File: src/rtl/pist_pkg.sv
// Shared types and constants for the pointer id slot table.
// No dependencies; used by every module of the block.
package pist_pkg;

  localparam int unsigned SLOTS   = 16;
  localparam int unsigned SLOT_W  = (SLOTS > 1) ? $clog2(SLOTS) : 1;
  localparam int unsigned CNT_W   = $clog2(SLOTS + 1);
  localparam int unsigned ID_W    = 32;
  localparam int unsigned IDENT_W = ID_W - 1;
  localparam int unsigned FUNC_W  = 2;
  localparam int unsigned SLOT_OUT_W = 4;
  localparam int unsigned CNT_OUT_W  = 5;

  typedef enum logic [FUNC_W-1:0] {
    FUNC_ACQUIRE     = 2'd0,
    FUNC_FIND        = 2'd1,
    FUNC_RELEASE     = 2'd2,
    FUNC_RELEASE_ALL = 2'd3
  } func_e;

  typedef enum logic [1:0] {
    ST_IDLE = 2'b01,
    ST_EXEC = 2'b10
  } state_e;

  // Commands from controller to datapath.
  typedef struct packed {
    logic load;  // capture the incoming beat
    logic exec;  // run the operation and load the result register
  } cmd_t;

endpackage

File: src/rtl/pist_ctrl.sv
// Controller FSM for the pointer id slot table.
// Depends on pist_pkg; drives the command struct of pist_dp.
module pist_ctrl (
  input  logic            clk_i,
  input  logic            rst_ni,
  input  logic            in_valid_i,
  output logic            in_stall_o,
  output logic            out_valid_o,
  input  logic            out_stall_i,
  output pist_pkg::cmd_t  cmd_o
);

  pist_pkg::state_e state_q, state_d;
  logic             out_valid_q, out_valid_d;
  logic             out_free;

  assign out_free    = !out_valid_q || !out_stall_i;
  assign in_stall_o  = (state_q != pist_pkg::ST_IDLE);
  assign out_valid_o = out_valid_q;

  always_comb begin
    state_d     = state_q;
    out_valid_d = out_valid_q && out_stall_i;
    cmd_o       = '0;
    unique case (state_q)
      pist_pkg::ST_IDLE: begin
        if (in_valid_i) begin
          cmd_o.load = 1'b1;
          state_d    = pist_pkg::ST_EXEC;
        end
      end
      pist_pkg::ST_EXEC: begin
        // Hold the operation until the result register can take it.
        if (out_free) begin
          cmd_o.exec  = 1'b1;
          out_valid_d = 1'b1;
          state_d     = pist_pkg::ST_IDLE;
        end
      end
      default: begin
        state_d = pist_pkg::ST_IDLE;
      end
    endcase
  end

  always_ff @(posedge clk_i or negedge rst_ni) begin
    if (!rst_ni) begin
      state_q     <= pist_pkg::ST_IDLE;
      out_valid_q <= 1'b0;
    end else begin
      state_q     <= state_d;
      out_valid_q <= out_valid_d;
    end
  end

endmodule

File: src/rtl/pist_dp.sv
// Datapath for the pointer id slot table: slot store, match, allocate, count.
// Depends on pist_pkg; commanded by pist_ctrl.
module pist_dp (
  input  logic                                clk_i,
  input  logic                                rst_ni,
  input  pist_pkg::cmd_t                      cmd_i,
  input  logic [pist_pkg::FUNC_W-1:0]         func_i,
  input  logic signed [pist_pkg::ID_W-1:0]    pointer_id_i,
  output logic [pist_pkg::SLOT_OUT_W-1:0]     slot_o,
  output logic                                slot_valid_o,
  output logic [pist_pkg::CNT_OUT_W-1:0]      active_count_o
);

  // Captured operation.
  pist_pkg::func_e                     op_q;
  logic                                neg_q;
  logic [pist_pkg::IDENT_W-1:0]        id_q;

  // Slot store.
  logic [pist_pkg::IDENT_W-1:0]        ident_q [pist_pkg::SLOTS];
  logic [pist_pkg::SLOTS-1:0]          used_q, used_d;
  logic [pist_pkg::CNT_W-1:0]          cnt_q, cnt_d;

  // Search results.
  logic [pist_pkg::SLOTS-1:0]          match;
  logic                                hit_found, free_found;
  logic [pist_pkg::SLOT_W-1:0]         hit_idx, free_idx;

  // Result.
  logic                                res_valid;
  logic [pist_pkg::SLOT_W-1:0]         res_slot;
  logic                                wr_en;

  // Result register.
  logic [pist_pkg::SLOT_OUT_W-1:0]     slot_q;
  logic                                slot_valid_q;
  logic [pist_pkg::CNT_OUT_W-1:0]      count_q;

  always_ff @(posedge clk_i) begin
    if (cmd_i.load) begin
      op_q  <= pist_pkg::func_e'(func_i);
      neg_q <= pointer_id_i[pist_pkg::ID_W-1];
      id_q  <= pointer_id_i[pist_pkg::IDENT_W-1:0];
    end
  end

  always_comb begin
    for (int k = 0; k < pist_pkg::SLOTS; k++) begin
      match[k] = used_q[k] && (ident_q[k] == id_q);
    end
  end

  // Lowest set bit wins: scan downward so the last assignment is the lowest.
  always_comb begin
    hit_found  = 1'b0;
    hit_idx    = '0;
    free_found = 1'b0;
    free_idx   = '0;
    for (int k = pist_pkg::SLOTS - 1; k >= 0; k--) begin
      if (match[k]) begin
        hit_found = 1'b1;
        hit_idx   = pist_pkg::SLOT_W'(k);
      end
      if (!used_q[k]) begin
        free_found = 1'b1;
        free_idx   = pist_pkg::SLOT_W'(k);
      end
    end
  end

  always_comb begin
    used_d    = used_q;
    cnt_d     = cnt_q;
    res_valid = 1'b0;
    res_slot  = '0;
    wr_en     = 1'b0;
    unique case (op_q)
      pist_pkg::FUNC_ACQUIRE: begin
        if (!neg_q) begin
          if (hit_found) begin
            res_valid = 1'b1;
            res_slot  = hit_idx;
          end else if (free_found) begin
            res_valid        = 1'b1;
            res_slot         = free_idx;
            used_d[free_idx] = 1'b1;
            wr_en            = 1'b1;
            cnt_d            = cnt_q + pist_pkg::CNT_W'(1);
          end
        end
      end
      pist_pkg::FUNC_FIND: begin
        if (!neg_q && hit_found) begin
          res_valid = 1'b1;
          res_slot  = hit_idx;
        end
      end
      pist_pkg::FUNC_RELEASE: begin
        if (!neg_q && hit_found) begin
          res_valid       = 1'b1;
          res_slot        = hit_idx;
          used_d[hit_idx] = 1'b0;
          cnt_d           = cnt_q - pist_pkg::CNT_W'(1);
        end
      end
      pist_pkg::FUNC_RELEASE_ALL: begin
        used_d = '0;
        cnt_d  = '0;
      end
      default: begin
        used_d = used_q;
      end
    endcase
  end

  always_ff @(posedge clk_i or negedge rst_ni) begin
    if (!rst_ni) begin
      used_q <= '0;
      cnt_q  <= '0;
    end else if (cmd_i.exec) begin
      used_q <= used_d;
      cnt_q  <= cnt_d;
    end
  end

  always_ff @(posedge clk_i) begin
    if (cmd_i.exec && wr_en) begin
      ident_q[free_idx] <= id_q;
    end
  end

  always_ff @(posedge clk_i) begin
    if (cmd_i.exec) begin
      slot_q       <= pist_pkg::SLOT_OUT_W'(res_slot);
      slot_valid_q <= res_valid;
      count_q      <= pist_pkg::CNT_OUT_W'(cnt_d);
    end
  end

  assign slot_o         = slot_q;
  assign slot_valid_o   = slot_valid_q;
  assign active_count_o = count_q;

endmodule

File: src/rtl/pointer_id_slot_table_unit.sv
// Top level of the pointer id slot table.
// Depends on pist_pkg, pist_ctrl and pist_dp.
//
//   channel | direction | handshake                | payload
//   --------+-----------+--------------------------+----------------------------------
//   in      | input     | in_valid_i / in_stall_o  | func_i, pointer_id_i
//   out     | output    | out_valid_o / out_stall_i| slot_o, slot_valid_o, active_count_o
//
// Each beat is handled in two steps: capture, then the parallel compare
// across all slots, the lowest-index pick and the table update. Capture and
// result register are apart, so a new beat is taken while a result waits.
// Reset clears every used flag and the slot count; identifiers stay unknown
// until written and are only compared where the used flag is set.
// A stalled result holds the operation in its execute cycle until the
// result register frees up; the table is not touched before then.
module pointer_id_slot_table_unit (
  input  logic                                clk_i,
  input  logic                                rst_ni,
  input  logic                                in_valid_i,
  output logic                                in_stall_o,
  input  logic [pist_pkg::FUNC_W-1:0]         func_i,
  input  logic signed [pist_pkg::ID_W-1:0]    pointer_id_i,
  output logic                                out_valid_o,
  input  logic                                out_stall_i,
  output logic [pist_pkg::SLOT_OUT_W-1:0]     slot_o,
  output logic                                slot_valid_o,
  output logic [pist_pkg::CNT_OUT_W-1:0]      active_count_o
);

  pist_pkg::cmd_t cmd;

  // Sequence capture and execute; own the result valid flag.
  pist_ctrl u_ctrl (
    .clk_i       (clk_i),
    .rst_ni      (rst_ni),
    .in_valid_i  (in_valid_i),
    .in_stall_o  (in_stall_o),
    .out_valid_o (out_valid_o),
    .out_stall_i (out_stall_i),
    .cmd_o       (cmd)
  );

  // Hold the slot store, match and allocate, keep the count.
  pist_dp u_dp (
    .clk_i          (clk_i),
    .rst_ni         (rst_ni),
    .cmd_i          (cmd),
    .func_i         (func_i),
    .pointer_id_i   (pointer_id_i),
    .slot_o         (slot_o),
    .slot_valid_o   (slot_valid_o),
    .active_count_o (active_count_o)
  );

endmodule
File: config.mk
export PLATFORM = sky130hd
export DESIGN_NAME = pointer_id_slot_table_unit
export DESIGN_NICKNAME = d
export VERILOG_FILES = /design/src/rtl/pist_pkg.sv /design/src/rtl/pist_ctrl.sv /design/src/rtl/pist_dp.sv /design/src/rtl/pointer_id_slot_table_unit.sv
export SDC_FILE = /design/constraint.sdc
export NUM_CORES = 1
export LEC_CHECK = 0
export BUFFER_PORTS_ARGS = -buffer_cell sky130_fd_sc_hd__buf_2
export CAP_MARGIN = 20
export CORE_MARGIN = 2
export CORE_UTILIZATION = 50
export DETAILED_ROUTE_END_ITERATION = 7
export PLACE_DENSITY = 0.66
export SYNTH_ARGS = -nofsm -noshare
export SYNTH_HDL_FRONTEND = slang
export SYNTH_SLANG_ARGS = --single-unit
export TNS_END_PERCENT = 30
File: constraint.sdc
create_clock -name clk_i -period 5.87 [get_ports clk_i]
set_clock_uncertainty 0.05 [all_clocks]
set_input_delay 0.587 -clock clk_i [delete_from_list [all_inputs] [get_ports clk_i]]
set_output_delay 0.587 -clock clk_i [all_outputs]
set_load 0.05 [all_outputs]
==> run metrics <==
outcome complete, no violations; die width 230 um; peak supply drop 256 uV; TritonCTS clock tree done; Final HPWL DP 37900 um; first-pass GRT wire length 94000 um; initial antenna violation count 4; # resized after CTS 0; most common library cell in the layout ignoring fill and taps edfxtp_1; RR Endpoint u_dp.ident_q[10][3]; H-Tree Level Count 2; Clock Tree Root clkbuf_16; IO Port Bufs 49; min-delay src pointer_id_i[0]; Synth Cell Area 25500 um^2; r2r setup slk 1210 ps; Layout area overhead 10.8%; Synth Warn # 0; Nets 1845; Fmax 0.215 GHz; layout cell share with drive strength beyond 1 0.138; Die Area 52900 um^2; synth unique cells 88; Synth top area share 0.635; sequential fraction of the synthesis area 0.658; max_cap viols 0; Via density 5.85; Multi-input gate area 7930 um^2; Worst Setup Slack, final 1210 ps; flip-flop and latch area 16800 um^2; Vias 14722; post-synthesis cell count 1709; clk_lat worst skew 610 ps; RSZ-0062 raised after global routing no; DR pass1 iterations 5; Place WS 1300 ps; Worst Hold Path Cells 1; final hold vios 0; Worst R2R Start u_dp.id_q[18]; most frequent cells in the layout edfxtp_1, xnor2_1, nand4_1, xor2_1, nor4_1; fin. max-slew vios 0; arrival time at the worst endpoint 4870 ps; Worst Setup End Kind flop; routed wire length 63100 um; clock sinks 564; Final GP Congestion 0.912; CTS Buf Count 58; Tmin final 4660 ps; Starting Density 0.508; io pins 50; final worst-path cycle share 0.794; final total power 9.14 mW; Routed WL per cell 25.0 um; R2R cell count 11; GRT Total Usage 0.241; critical path type flop to flop; Syn Nets 1753; Worst Tran Pin Value 1110 ps; setup tns final 0 ps; placed cell count 2412; main flop type after synthesis edfxtp_1; Slew headroom 0.258; Area contributors post-synth edfxtp_1, xnor2_1, nand4_1, xor2_1, dfrtp_1; Finished Layout Cells 2518; dominant cell type by area after synthesis edfxtp_1; vias in the first global route 14426; Pleak 8.83 nW; Min-Delay Path Class primary input to flop; chip height 230 um; post-route DRC violation count 0; Cell Pwr Density 323 nW/um^2; Final ANT Viol Nets 0; post-CTS setup buffers 0; EDFF count, synth 540; #FFs+latches synth 564; asr flop ratio synth 0.0426; Setup-failing EPs final 0; hold path endpoint u_dp.id_q[0]; total congestion overflow 0; Worst Setup Start Kind flop; largest net degree at the start of global routing 36; Core Area 50300 um^2; initial DRC count 1309; Post-Syn Area per Cell 14.9 um^2; Max FO, Critical Path 31; CP required 6090 ps; Fill cells 4007; Cell Rows 82; CTS clock-pin slew for the worst setup and hold paths 60 ps; clk buf depth 3
==> Yosys cell counts (6+ instances only) <==
library cell / instances
edfxtp_1: 540
o211ai_1: 9
nor4_1: 64
dfrtp_1: 23
a31oi_1: 9
nor3_1: 10
o21ai_1: 6
nor2_1: 48
buf_6: 47
o21ai_0: 14
xnor2_1: 395
mux2i_1: 6
buf_4: 17
nand4_1: 165
a21oi_1: 19
inv_1: 20
nand2_1: 63
nand2b_1: 10
a32oi_1: 8
clkbuf_1: 9
ha_1: 6
xor2_1: 95
nand3_1: 18
==> power breakdown <==
part | switching [mW] | total, mW | internal [mW]
sequential | 0.0979 | 4.59 | 4.49
clock | 1.53 | 3.70 | 2.18
combinational | 0.569 | 0.849 | 0.280
total | 2.19 | 9.14 | 6.95
==> worst max path at each step <==
stage             startpoint             endpoint  slack [ps]  cells after the start
6_report       u_dp.id_q[18]  u_dp.ident_q[10][3]        1210                     11
5_1_grt        u_dp.id_q[18]  u_dp.ident_q[10][3]        1060                     11
4_1_cts        u_dp.id_q[18]  u_dp.ident_q[5][27]        1290                     11
3_5_place_dp   u_dp.id_q[27]  u_dp.ident_q[5][15]        1300                     11
3_3_place_gp   u_dp.id_q[18]  u_dp.ident_q[10][3]        1430                     11
2_1_floorplan   u_dp.id_q[8]   u_dp.ident_q[9][0]        1460                     12
==> repair_timing <==
item,4_1_cts,5_1_grt
endpoints found under the hold margin,23,0
endpoints found under the setup margin,0,0
hold buffers,1,0
==> stage by stage <==
step	hold slack, ps	cell area [um^2]	utilization
after floorplan	241	25500	-
after global placement	459	26400	0.525
after detailed placement	477	26400	0.525
after CTS	63.6	28300	0.563
after global routing	74.1	28300	0.563
final	97.0	28300	0.563
==> cell type report <==
class / instances / share of cell area
antenna: 1 / 0.0000884
clock buffer: 63 / 0.0527
clock inverter: 41 / 0.0146
inverter: 21 / 0.00278
multi-input combinational: 1045 / 0.280
sequential: 564 / 0.594
tap: 672 / 0.0297
timing repair buffer: 111 / 0.0261
==> cell families (layout without fill, tap and decap cells) <==
logic type / Yosys count / after routing / share of synthesized area
DFF: 564 / 564 / 0.658
adders and majority gates: 6 / 6 / 0.00294
xor gates and xnor gates: 490 / 490 / 0.168
AOI/OAI and AO/OA: 108 / 108 / 0.0318
and+or+nand+nor: 433 / 433 / 0.102
buffers and inverters: 100 / 236 / 0.0335
muxes: 8 / 8 / 0.00338
other: 0 / 1 / 0
==> worst max-delay path, stage by stage (launching register included) <==
cell      delay [ps]
edfxtp_1        1090
buf_4            370
xnor2_1          110
nand4_1           70
or4_1            160
or2_1            270
nand4_4          210
nor4b_4          590
and3_2           390
nand3_1          370
nor2_2           210
buf_4            380
==> layer usage <==
| metal | vias to the layer above | part of all wire | track usage |
|---|---|---|---|
| li1 | 6620 | - | - |
| met1 | 7464 | 0.44 | 0.342 |
| met2 | 532 | 0.47 | 0.382 |
| met3 | 106 | 0.058 | 0.0315 |
| met4 | 0 | 0.032 | 0.0873 |
| met5 | - | 0 | 0 |
==> flip-flops by register name (all words and copies together), names as in the netlist <==
signal / flops
u_ctrl.out_valid_o: 1
u_ctrl.state_q: 2
u_dp.active_count_o: 5
u_dp.cnt_q: 5
u_dp.id_q: 31
u_dp.ident_q: 496
u_dp.neg_q: 1
u_dp.op_q: 2
u_dp.slot_o: 4
u_dp.slot_valid_o: 1
u_dp.used_q: 16
(Power assumes the default switching activity.)
